$ cat src/sv/dda_pkg.sv
// Package for the DDA line rasteriser: widths, command codes and sequencer states.
// Depends on nothing; imported by dda_line_rasterizer_core.
package dda_pkg;

    localparam int COORD_BITS = 10;
    localparam int FRAC_BITS  = 16;

    // accumulator: sign, integer part, fraction
    localparam int ACC_W  = COORD_BITS + FRAC_BITS + 1;
    // increment: sign plus a magnitude of at most 1.0
    localparam int STEP_W = FRAC_BITS + 2;
    // quotient bits produced by one divide
    localparam int QUO_W  = FRAC_BITS + 1;
    // pixel count holds steps + 1
    localparam int CNT_W  = COORD_BITS + 1;
    // divide iteration counter, counts FRAC_BITS down to zero
    localparam int BIT_W  = $clog2(FRAC_BITS + 1);

    localparam logic CMD_START   = 1'b0;
    localparam logic CMD_ADVANCE = 1'b1;

    typedef enum logic [1:0] {
        ST_IDLE,
        ST_DIV_X,
        ST_DIV_Y
    } t_state;

endpackage

$ cat src/sv/dda_line_rasterizer_core.sv
// DDA line rasteriser top level: start decode, shared serial divider, pixel stepper.
// Depends on dda_pkg for widths, command codes and sequencer states.
//
// Usage
//   Input channel (i_in_valid / o_in_stall) carries one beat per command.
//   A start beat (command 0) loads both endpoints and produces no output beat.
//   The block then stalls its input while one restoring divider, shared by both
//   axes, produces the x increment and then the y increment, one quotient bit
//   per cycle; no divide runs when the endpoints are equal (single-pixel line,
//   zero increments).
//   An advance beat (command 1) emits the current rounded pixel and steps the
//   accumulators; advance beats are taken one per cycle while the input is not
//   stalled, and each result is registered in the output stage. An advance with
//   no active line is absorbed silently. The final pixel carries o_last_pixel.
//   Output channel (o_out_valid / i_out_stall): a result register plus a skid
//   register; while the receiver stalls, one further advance is still taken
//   into the skid stage, after which the input stalls until the skid drains.
//   A start beat arriving during a line drops that line.
//   Reset (i_rst_n low, synchronous) clears the sequencer, the line and both
//   output stages.
module dda_line_rasterizer_core
    import dda_pkg::*;
(
    input  logic                  i_clk,
    input  logic                  i_rst_n,
    input  logic                  i_in_valid,
    output logic                  o_in_stall,
    input  logic                  i_command,
    input  logic [COORD_BITS-1:0] i_start_x,
    input  logic [COORD_BITS-1:0] i_start_y,
    input  logic [COORD_BITS-1:0] i_end_x,
    input  logic [COORD_BITS-1:0] i_end_y,
    output logic                  o_out_valid,
    input  logic                  i_out_stall,
    output logic [COORD_BITS-1:0] o_pixel_x,
    output logic [COORD_BITS-1:0] o_pixel_y,
    output logic                  o_last_pixel
);

    localparam logic [ACC_W-1:0] HALF_LSB = ACC_W'(1) << (FRAC_BITS - 1);

    t_state r_state, n_state;

    // line state
    logic [ACC_W-1:0]      r_acc_x, r_acc_y;
    logic [STEP_W-1:0]     r_step_x, r_step_y;
    logic [CNT_W-1:0]      r_pixels_left;
    logic                  r_line_active;

    // divider state
    logic [COORD_BITS-1:0] r_steps;
    logic [COORD_BITS-1:0] r_mag_y;
    logic                  r_sign_x, r_sign_y;
    logic [COORD_BITS:0]   r_rem;
    logic [QUO_W-1:0]      r_quo;
    logic [BIT_W-1:0]      r_bit_cnt;

    // output stages
    logic                  r_out_valid, r_skid_valid;
    logic [COORD_BITS-1:0] r_out_x, r_out_y, r_skid_x, r_skid_y;
    logic                  r_out_last, r_skid_last;

    logic                  in_accept, start_beat, adv_beat, res_valid;
    logic                  x_neg, y_neg;
    logic [COORD_BITS-1:0] mag_x, mag_y, steps;
    logic [ACC_W-1:0]      round_x, round_y;
    logic [COORD_BITS-1:0] res_x, res_y;
    logic                  res_last;
    logic                  div_ge, div_last;
    logic [COORD_BITS:0]   div_diff;
    logic [COORD_BITS-1:0] div_keep;
    logic [QUO_W-1:0]      quo_done;
    logic [STEP_W-1:0]     step_done;
    logic                  out_free;

    assign o_in_stall = (r_state != ST_IDLE) | r_skid_valid;
    assign in_accept  = i_in_valid & ~o_in_stall;
    assign start_beat = in_accept & (i_command == CMD_START);
    assign adv_beat   = in_accept & (i_command == CMD_ADVANCE);
    assign res_valid  = adv_beat & r_line_active;

    // endpoint deltas: sign and magnitude per axis, step count is the larger
    assign x_neg = i_end_x < i_start_x;
    assign y_neg = i_end_y < i_start_y;
    assign mag_x = x_neg ? (i_start_x - i_end_x) : (i_end_x - i_start_x);
    assign mag_y = y_neg ? (i_start_y - i_end_y) : (i_end_y - i_start_y);
    assign steps = (mag_x > mag_y) ? mag_x : mag_y;

    // round half up, keep the coordinate bits
    assign round_x  = r_acc_x + HALF_LSB;
    assign round_y  = r_acc_y + HALF_LSB;
    assign res_x    = round_x[FRAC_BITS +: COORD_BITS];
    assign res_y    = round_y[FRAC_BITS +: COORD_BITS];
    assign res_last = (r_pixels_left == CNT_W'(1));

    // shared restoring divide step: one compare-subtract per cycle
    assign div_diff  = r_rem - {1'b0, r_steps};
    assign div_ge    = (r_rem >= {1'b0, r_steps});
    assign div_keep  = div_ge ? div_diff[COORD_BITS-1:0] : r_rem[COORD_BITS-1:0];
    assign div_last  = (r_bit_cnt == '0);
    assign quo_done  = {r_quo[QUO_W-2:0], div_ge};
    assign step_done = (r_state == ST_DIV_X ? r_sign_x : r_sign_y)
                     ? STEP_W'(-{1'b0, quo_done}) : {1'b0, quo_done};

    // sequencer
    always_ff @(posedge i_clk) begin
        if (!i_rst_n) begin
            r_state <= ST_IDLE;
        end else begin
            r_state <= n_state;
        end
    end

    always_comb begin
        n_state = r_state;
        unique case (r_state)
            ST_IDLE: begin
                if (start_beat && steps != '0) begin
                    n_state = ST_DIV_X;
                end
            end
            ST_DIV_X: begin
                if (div_last) begin
                    n_state = ST_DIV_Y;
                end
            end
            ST_DIV_Y: begin
                if (div_last) begin
                    n_state = ST_IDLE;
                end
            end
            default: n_state = ST_IDLE;
        endcase
    end

    // line control
    always_ff @(posedge i_clk) begin
        if (!i_rst_n) begin
            r_line_active <= 1'b0;
            r_pixels_left <= '0;
        end else if (start_beat) begin
            r_line_active <= 1'b1;
            r_pixels_left <= CNT_W'(steps) + CNT_W'(1);
        end else if (res_valid) begin
            r_pixels_left <= r_pixels_left - CNT_W'(1);
            if (res_last) begin
                r_line_active <= 1'b0;
            end
        end
    end

    // accumulators, increments and divider datapath
    always_ff @(posedge i_clk) begin
        if (start_beat) begin
            r_acc_x   <= ACC_W'(i_start_x) << FRAC_BITS;
            r_acc_y   <= ACC_W'(i_start_y) << FRAC_BITS;
            r_step_x  <= '0;
            r_step_y  <= '0;
            r_steps   <= steps;
            r_mag_y   <= mag_y;
            r_sign_x  <= x_neg;
            r_sign_y  <= y_neg;
            r_rem     <= {1'b0, mag_x};
            r_quo     <= '0;
            r_bit_cnt <= BIT_W'(FRAC_BITS);
        end else if (r_state != ST_IDLE) begin
            r_quo     <= quo_done;
            r_rem     <= {div_keep, 1'b0};
            r_bit_cnt <= r_bit_cnt - BIT_W'(1);
            if (div_last) begin
                // reload the divider with the y axis operands and store the finished increment
                r_quo     <= '0;
                r_rem     <= {1'b0, r_mag_y};
                r_bit_cnt <= BIT_W'(FRAC_BITS);
                if (r_state == ST_DIV_X) begin
                    r_step_x <= step_done;
                end else begin
                    r_step_y <= step_done;
                end
            end
        end else if (res_valid) begin
            r_acc_x <= r_acc_x + {{(ACC_W-STEP_W){r_step_x[STEP_W-1]}}, r_step_x};
            r_acc_y <= r_acc_y + {{(ACC_W-STEP_W){r_step_y[STEP_W-1]}}, r_step_y};
        end
    end

    // output register and skid stage
    assign out_free = ~r_out_valid | ~i_out_stall;

    always_ff @(posedge i_clk) begin
        if (!i_rst_n) begin
            r_out_valid  <= 1'b0;
            r_skid_valid <= 1'b0;
        end else if (out_free) begin
            if (r_skid_valid) begin
                r_out_valid  <= 1'b1;
                r_skid_valid <= 1'b0;
            end else begin
                r_out_valid  <= res_valid;
            end
        end else if (res_valid) begin
            r_skid_valid <= 1'b1;
        end
    end

    always_ff @(posedge i_clk) begin
        if (out_free) begin
            if (r_skid_valid) begin
                r_out_x    <= r_skid_x;
                r_out_y    <= r_skid_y;
                r_out_last <= r_skid_last;
            end else if (res_valid) begin
                r_out_x    <= res_x;
                r_out_y    <= res_y;
                r_out_last <= res_last;
            end
        end else if (res_valid) begin
            r_skid_x    <= res_x;
            r_skid_y    <= res_y;
            r_skid_last <= res_last;
        end
    end

    assign o_out_valid  = r_out_valid;
    assign o_pixel_x    = r_out_x;
    assign o_pixel_y    = r_out_y;
    assign o_last_pixel = r_out_last;

    // the divider never runs while the input is open
    a_busy_stalls: assert property (@(posedge i_clk) disable iff (!i_rst_n)
        (r_state != ST_IDLE) |-> o_in_stall)
        else $error("input open while divider busy");

    // skid holds a beat only behind a full output register
    a_skid_behind_out: assert property (@(posedge i_clk) disable iff (!i_rst_n)
        r_skid_valid |-> r_out_valid)
        else $error("skid stage filled ahead of output register");

    // an active line always has a pixel left
    a_active_count: assert property (@(posedge i_clk) disable iff (!i_rst_n)
        r_line_active |-> (r_pixels_left != '0))
        else $error("active line with no pixels left");

    // the y divide ends the sequence
    a_div_ends: assert property (@(posedge i_clk) disable iff (!i_rst_n)
        (r_state == ST_DIV_Y && div_last) |=> (r_state == ST_IDLE))
        else $error("sequencer did not return to idle after y divide");

    // the output register holds a valid beat the cycle after an advance result
    a_result_lands: assert property (@(posedge i_clk) disable iff (!i_rst_n)
        res_valid |=> r_out_valid)
        else $error("advance result lost");

endmodule
$ cat config.mk
export PLATFORM = sky130hd
export DESIGN_NAME = dda_line_rasterizer_core
export DESIGN_NICKNAME = d
export VERILOG_FILES = /design/src/sv/dda_pkg.sv /design/src/sv/dda_line_rasterizer_core.sv
export SDC_FILE = /design/constraint.sdc
export NUM_CORES = 1
export LEC_CHECK = 0
export BUFFER_PORTS_ARGS = -buffer_cell sky130_fd_sc_hd__buf_2
export CORE_AREA = 2 2 247 188
export DETAILED_ROUTE_END_ITERATION = 8
export DIE_AREA = 0 0 249 190
export GPL_ROUTABILITY_DRIVEN = 1
export GPL_TIMING_DRIVEN = 0
export PLACE_DENSITY = 0.5
export SLEW_MARGIN = 25
export SYNTH_ARGS = -nofsm -noshare
export SYNTH_HDL_FRONTEND = slang
export SYNTH_SLANG_ARGS = --single-unit
$ cat constraint.sdc
create_clock -name i_clk -period 20.2 [get_ports i_clk]
set_input_delay 4.04 -clock i_clk [delete_from_list [all_inputs] [get_ports i_clk]]
set_output_delay 4.04 -clock i_clk [all_outputs]
set_load 0.02 [all_outputs]
==> reports/results.tsv, run 1 <==
stage	metric	value	unit
outcome	status	finished clean	
sta	clock_skew	16.91	ps
critical_path	start_kind	primary input	
floorplanning	die_area	47310	µm²
cells_and_area	syn2layout_area_growth	12.87	%
synthesis	synth-edff-count	94	
sta	tightest_slew	873.2	ps
global_routing	grt.total_usage	16.54	%
clock_network	cts_sinks	200	
pwr	p_leak	6.195	nW
pwr	total_power	1.448	mW
run	drv_cap	0	
drt	wire_per_inst	17.93	µm
floorplanning	initial_utilization	29.62	%
drt	num_vias	11145	
clock_network	ctsResizeCount	0	
critical_path	cp.required	20540	ps
synthesis	synth.distinct_cells	84	
sta	final.period_utilization	50.19	%
global_routing	antenna_found_initial	1	
critical_path	crit_family	compound AO/OA/AOI/OAI gates	
sta	period_needed	10140	ps
sta	fmax	0.09864	GHz
synthesis	synth-seq-area-share	36.96	%
drt	drc_errors	0	
floorplanning	die_h	190	µm
placement	dpl.hpwl	30340	µm
synthesis	postSynthNetCount	1650	
critical_path	worst_setup_path_end_kind	flip-flop	
pwr	power.density	95.88	nW/µm²
clock_network	cts_buffers	17	
drt	avgViaCountPerCell	5.117	
global_routing	grt_first_pass_wirelength	60900	µm
cells_and_area	postLayoutCoreUtil	33.43	%
synthesis	ys.flop_type	dfxtp_1	
drt	drt_pre_antenna_iters	5	
clock_network	post-cts-setup-buffers	0	
sta	setup_viol	0	
synthesis	synth_area_leaders	edfxtp_1 (21%), dfxtp_1 (16%), ha_1 (11%)	
drt	wl	39060	µm
synthesis	avgSynthCellArea	9.029	µm²
critical_path	path_max_fanout	10	
clock_network	path_clk_slew	80	ps
placement	port_buffers	67	
clock_network	cts_tree	done	
floorplanning	rows	68	
sta	hold_viol	0	
global_routing	grt_pass1_vias	10624	
clock_network	ctsHoldBuffers	0	
critical_path	critPathKind	in2reg	
synthesis	synth_top_area_share	21.10	%
synthesis	synthArstFlopShare	0	%
sta	fin_tns_setup	0	ps
hold_path	hold_class	reg2reg	
placement	place.gp.congestion	0.8679	
cells_and_area	num-fill-cells	4669	
sta	drv_slew	0	
critical_path	crit_slowest_cell	a2111oi_0	
global_routing	grt_max_degree	26	
synthesis	netlist_area	13380	µm²
critical_path	cp_num_buf_inv	7	
clock_network	h-tree-depth	4	
clock_network	root_buffer	clkbuf_16	
synthesis	synthTopCellsByCount	a21oi_1 (128), nand2_1 (123), inv_1 (117), ha_1 (116), dfxtp_1 (106)	
synthesis	yosysMostFrequentCell	a21oi_1	
synthesis	yosysWarnings	0	
synthesis	synth-seq-cells	200	
cells_and_area	antenna_cells	0	
global_routing	overflow	0	
cells_and_area	final_nets	1738	
critical_path	worstPathArrival	10480	ps
clock_network	clockBufferDepth	2	
pwr	irDropWorstVdd	0.06741	mV
drt	ant_nets	0	
critical_path	cp_slowest_stage_delay	540	ps
floorplanning	coreArea	45180	µm²
synthesis	synth_top_area_cell	edfxtp_1	
clock_network	worstSkewPairLatency	460	ps
synthesis	synthCells	1482	
sta	rsz0062_at_grt	false	
cells_and_area	final_layout_size_suffix_gt1_share	10.17	%
floorplanning	die_w	249	µm
sta	relSlewSlack	40.28	%
floorplanning	ioPinCount	68	
drt	drtIter0Drc	698	
[worst min-delay path, cell delays in order, from the launching register on]
cell and delay, ps:
dfxtp_1 320, nand2_1 50, a21oi_1 50
[kinds of logic after synthesis]
logic type / share of synthesized area, %
AO/OA/AOI/OAI: 20.54
XOR/XNOR: 6.995
adder cells (fa/ha/maj): 11.89
buffers and inverters: 5.732
flip-flops: 36.96
multiplexers: 3.394
AND/OR/NAND/NOR: 14.48
[cell usage in the layout, fill, tap and decap left out, types with 26 or more instances in the layout]
master and instances:
dfxtp_1 106, nand2_1 123, a21o_1 29, nor3_1 31, o21ai_0 76, buf_2 68, o22ai_1 26, nor2_1 100
a211oi_1 40, edfxtp_1 94, inv_1 117, ha_1 116, xnor2_1 73, a21oi_1 127, clkbuf_1 47, nand3_1 34
xor2_1 32
[registers in the layout, indices dropped and copies added (netlist names), 11 cells and up]
name	cells
r_acc_y	26
r_step_x	18
r_pixels_left	11
r_quo	16
r_rem	11
r_step_y	18
r_acc_x	26
[layer usage]
| metal | up-vias | wire [µm] | share of wire [%] | global-route usage [%] |
|---|---|---|---|---|
| li1 | 5554 | - | - | - |
| met1 | 5305 | 20800 | 53 | 25.35 |
| met2 | 263 | 15780 | 40 | 23.80 |
| met3 | 23 | 1982 | 5.1 | 2.832 |
| met4 | 0 | 494 | 1.3 | 3.846 |
| met5 | - | 0 | 0 | 0 |
[power by group]
| group | internal (mW) | switching, mW | total, mW |
|---|---|---|---|
| Clock | 0.177 | 0.180 | 0.357 |
| Sequential | 0.482 | 0.0327 | 0.514 |
| Combinational | 0.212 | 0.365 | 0.577 |
[final cells by class]
cell class / instances / area, µm² / share of cell area [%]
Multi-Input combinational cell: 1099 / 7695 / 50.95
Sequential cell: 200 / 4945 / 32.74
Tap cell: 595 / 744.5 / 4.930
Inverter: 118 / 442.9 / 2.933
Clock buffer: 18 / 429.2 / 2.842
Timing Repair Buffer: 69 / 362.8 / 2.403
Buffer: 65 / 325.3 / 2.154
Clock inverter: 14 / 157.7 / 1.044
[path summary, 6_finish.rpt]
path / startpoint / slack (ps) / depth (start not counted) / end
min: r_acc_y[12]$_SDFFE_PP0P_ / 460 / 2 / r_acc_y[12]$_SDFFE_PP0P_
max reg2reg: r_steps[1]$_DFFE_PP_ / 15440 / 17 / r_step_x[16]$_SDFFE_PP0P_
max: i_end_x[0] / 10060 / 26 / r_pixels_left[8]$_SDFFE_PN0P_
min reg2reg: r_acc_y[12]$_SDFFE_PP0P_ / 460 / 2 / r_acc_y[12]$_SDFFE_PP0P_
[stage by stage]
stage | setup WS, ps | hold WS, ps | std cells | area, µm²
2_1_floorplan | 10690 | 425.6 | 1482 | 13380
3_3_place_gp | 9594 | 443.4 | 2144 | 14460
3_5_place_dp | 9685 | 450.9 | 2146 | 14510
4_1_cts | 10150 | 463.2 | 2178 | 15100
5_1_grt | 9690 | 485.1 | 2178 | 15100
6_report | 10060 | 459.5 | 2178 | 15100
Power figures use the tool's default switching activity.
==> inputs of run 2 (changes only) <==
--- a/config.mk
+++ b/config.mk
@@ -11,7 +11,7 @@
 export DIE_AREA = 0 0 249 190
 export GPL_ROUTABILITY_DRIVEN = 1
 export GPL_TIMING_DRIVEN = 0
-export PLACE_DENSITY = 0.5
+export PLACE_DENSITY = 0.51
 export SLEW_MARGIN = 25
 export SYNTH_ARGS = -nofsm -noshare
 export SYNTH_HDL_FRONTEND = slang
==> constraint.sdc (replaced) <==
create_clock -name i_clk -period 9.32 [get_ports i_clk]
set_input_delay 1.864 -clock i_clk [delete_from_list [all_inputs] [get_ports i_clk]]
set_output_delay 1.864 -clock i_clk [all_outputs]
set_load 0.02 [all_outputs]
==> reports/results.tsv, run 2 (synthesis gave the netlist of run 1 again) <==
stage	metric	value	unit	change
outcome	status	finished clean		unchanged
pwr	p_seq_share	36.0	%	was 35.5%
pwr	switching_share	39.85	%	was 39.88%
critical_path	start_kind	primary input		unchanged
clock_network	path_clk_slew	70	ps	was 80 ps
pwr	clkPwrFrac	24.1	%	was 24.6%
critical_path	regToRegSetupSlack	4590	ps	was 15440 ps
critical_path	crit_start	i_end_x[0]		unchanged
floorplanning	die_area	47310	µm²	unchanged
drt	wire_per_inst	17.82	µm	was 17.93 µm
drt	avgViaCountPerCell	5.177		was 5.117
critical_path	critPathKind	in2reg		unchanged
placement	place.gp.congestion	0.8736		was 0.8679
cells_and_area	final_layout_size_suffix_gt1_share	10.23	%	was 10.17%
floorplanning	die_h	190	µm	unchanged
global_routing	antenna_found_initial	0		was 1
sta	tightest_slew	952.8	ps	was 873.2 ps
drt	num_vias	11275		was 11145
placement	port_buffers	67		unchanged
pwr	p_leak	6.187	nW	was 6.195 nW
placement	dpl.cell_count	2146		unchanged
run	drv_cap	0		unchanged
cells_and_area	final_nets	1738		unchanged
floorplanning	ioPinCount	68		unchanged
clock_network	cts_sinks	200		unchanged
sta	relSlewSlack	34.84	%	was 40.28%
sta	drv_slew	0		unchanged
cells_and_area	stdcell_count	2178		unchanged
cells_and_area	syn2layout_area_growth	12.79	%	was 12.87%
sta	period_needed	8000	ps	
floorplanning	initial_utilization	29.62	%	unchanged
global_routing	grt_max_degree	26		unchanged
sta	rsz0062_at_grt	false		unchanged
sta	final.period_utilization	85.84	%	
global_routing	overflow	0		unchanged
clock_network	cts_tree	done		unchanged
sta	fin_tns_setup	0	ps	unchanged
global_routing	grt_pass1_vias	10614		was 10624
clock_network	worstSkewPairLatency	470	ps	was 460 ps
clock_network	root_buffer	clkbuf_16		unchanged
critical_path	cp-endpoint	r_pixels_left[8]$_SDFFE_PN0P_		unchanged
clock_network	h-tree-depth	4		unchanged
pwr	irDropWorstVdd	0.1448	mV	was 0.06741 mV
sta	clock_skew	26.44	ps	was 16.91 ps
floorplanning	rows	68		unchanged
cells_and_area	antenna_cells	0		unchanged
critical_path	path_max_fanout	10		unchanged
sta	hold_viol	0		unchanged
global_routing	grt.total_usage	16.46	%	was 16.54%
clock_network	clockBufferDepth	2		unchanged
global_routing	grt_first_pass_wirelength	60860	µm	was 60900 µm
floorplanning	die_w	249	µm	unchanged
cells_and_area	num-fill-cells	4729		was 4669
clock_network	ctsResizeCount	0		unchanged
floorplanning	coreArea	45180	µm²	unchanged
critical_path	worstPathArrival	8330	ps	was 10480 ps
clock_network	ctsHoldBuffers	0		unchanged
drt	drt_pre_antenna_iters	5		unchanged
pwr	p_switching	1.237	mW	was 577.4 µW
cells_and_area	final_cell_mix	a21oi_1 (127), nand2_1 (123), inv_1 (117)		unchanged
drt	ant_nets	0		unchanged
clock_network	cts_buffers	17		unchanged
critical_path	rr_startpoint	r_steps[1]$_DFFE_PP_		unchanged
pwr	power.density	205.6	nW/µm²	was 95.88 nW/µm²
drt	wl	38810	µm	was 39060 µm
drt	drtIter0Drc	772		was 698
drt	drc_errors	0		unchanged
sta	setup_viol	0		unchanged
cells_and_area	final_common_cell	a21oi_1		unchanged
hold_path	hold_class	reg2reg		unchanged
sta	fmax	0.1250	GHz	
pwr	p_int	1.867	mW	was 870.5 µW
critical_path	cp.required	9650	ps	was 20540 ps
critical_path	r2r_cells	17		unchanged
critical_path	reg2reg_to	r_step_y[14]$_SDFFE_PP0P_		was r_step_x[16]$_SDFFE_PP0P_
placement	dpl.hpwl	30530	µm	was 30340 µm
clock_network	post-cts-setup-buffers	0		unchanged
cells_and_area	reg_top3	r_acc_x (26), r_acc_y (26)		unchanged
critical_path	worst_setup_path_end_kind	flip-flop		unchanged
pwr	pwr-share-comb	39.9	%	was 39.8%
run 2: cell count changes in the layout (fill, tap and decap cells not counted), sizes merged:
cell | previous run | this run
clkinvlp | 0 | 1
inv | 126 | 125
clkbuf | 68 | 69
bufinv | 1 | 0
run 2: routing by layer:
layer	vias to the layer above	routed length, µm	GRT usage [%]	share of wire, %
met5	-	0	0	0
met4	0	380	3.124	0.98
met3	26	2050	2.859	5.3
met2	255	15840	24.01	41
met1	5450	20540	25.20	53
li1	5544	-	-	-
run 2: how the worst min path moves through the flow:
stage                                  from                      end  cells after the start
floorplan            r_rem[10]$_SDFFE_PP0N_   r_rem[10]$_SDFFE_PP0N_                      2
global placement    r_acc_y[6]$_SDFFE_PP0P_  r_acc_y[6]$_SDFFE_PP0P_                      2
detailed placement  r_acc_x[6]$_SDFFE_PP0P_  r_acc_x[6]$_SDFFE_PP0P_                      2
CTS                 r_acc_x[6]$_SDFFE_PP0P_  r_acc_x[6]$_SDFFE_PP0P_                      2
global route        r_acc_x[8]$_SDFFE_PP0P_  r_acc_x[8]$_SDFFE_PP0P_                      2
finish              r_acc_x[6]$_SDFFE_PP0P_  r_acc_x[6]$_SDFFE_PP0P_                      2
run 2: critical path, cell delays in order:
cell       delay [ps]
buf_2             110
inv_1              50
ha_1              160
inv_1              60
fa_1              420
a21o_1            210
a311o_2           430
a21o_1            180
buf_6             140
a2111oi_0         560
or2_2             270
xnor2_1           180
inv_1              80
ha_1              300
and4_1            240
o2111a_1          150
a2111o_1          440
and2_1            160
buf_2             160
buf_6             150
a21oi_1           380
ha_1              290
nor4bb_1          470
o211ai_2          200
o311a_1           330
a2111oi_1         350
run 2: area by class of cell:
cell class | count | area [µm²] | share of cell area [%]
tap | 595 | 744.5 | 4.933
clock inverter | 13 | 135.1 | 0.8954
clock buffer | 19 | 442.9 | 2.935
inverter | 118 | 442.9 | 2.935
buffer | 65 | 325.3 | 2.156
sequential | 200 | 4945 | 32.76
multi-input combinational | 1099 | 7694 | 50.98
timing repair buffer | 69 | 362.8 | 2.404
run 2: power groups by stage:
stage | clock network [mW] | logic (mW) | registers, mW
after floorplan | 0 | 0.869 | 1.11
after detailed placement | 0 | 1.22 | 1.14
after CTS | 0.762 | 1.23 | 1.12
after global routing | 0.796 | 1.37 | 1.13
final | 0.748 | 1.24 | 1.12
after global placement | 0 | 1.21 | 1.13
run 2: metrics by stage:
step	hold WS [ps]	power, mW	setup slack, ps	utilization, %	instance area [µm²]
finish	457.7	3.103	1320	33.41	15090
global route	474.4	3.299	821.5	33.41	15090
CTS	462.8	3.109	1495	33.41	15090
detailed placement	451.9	2.356	1022	32.13	14510
global placement	444.2	2.340	942.0	32.01	14460
floorplan	425.6	1.981	1981	-	13380
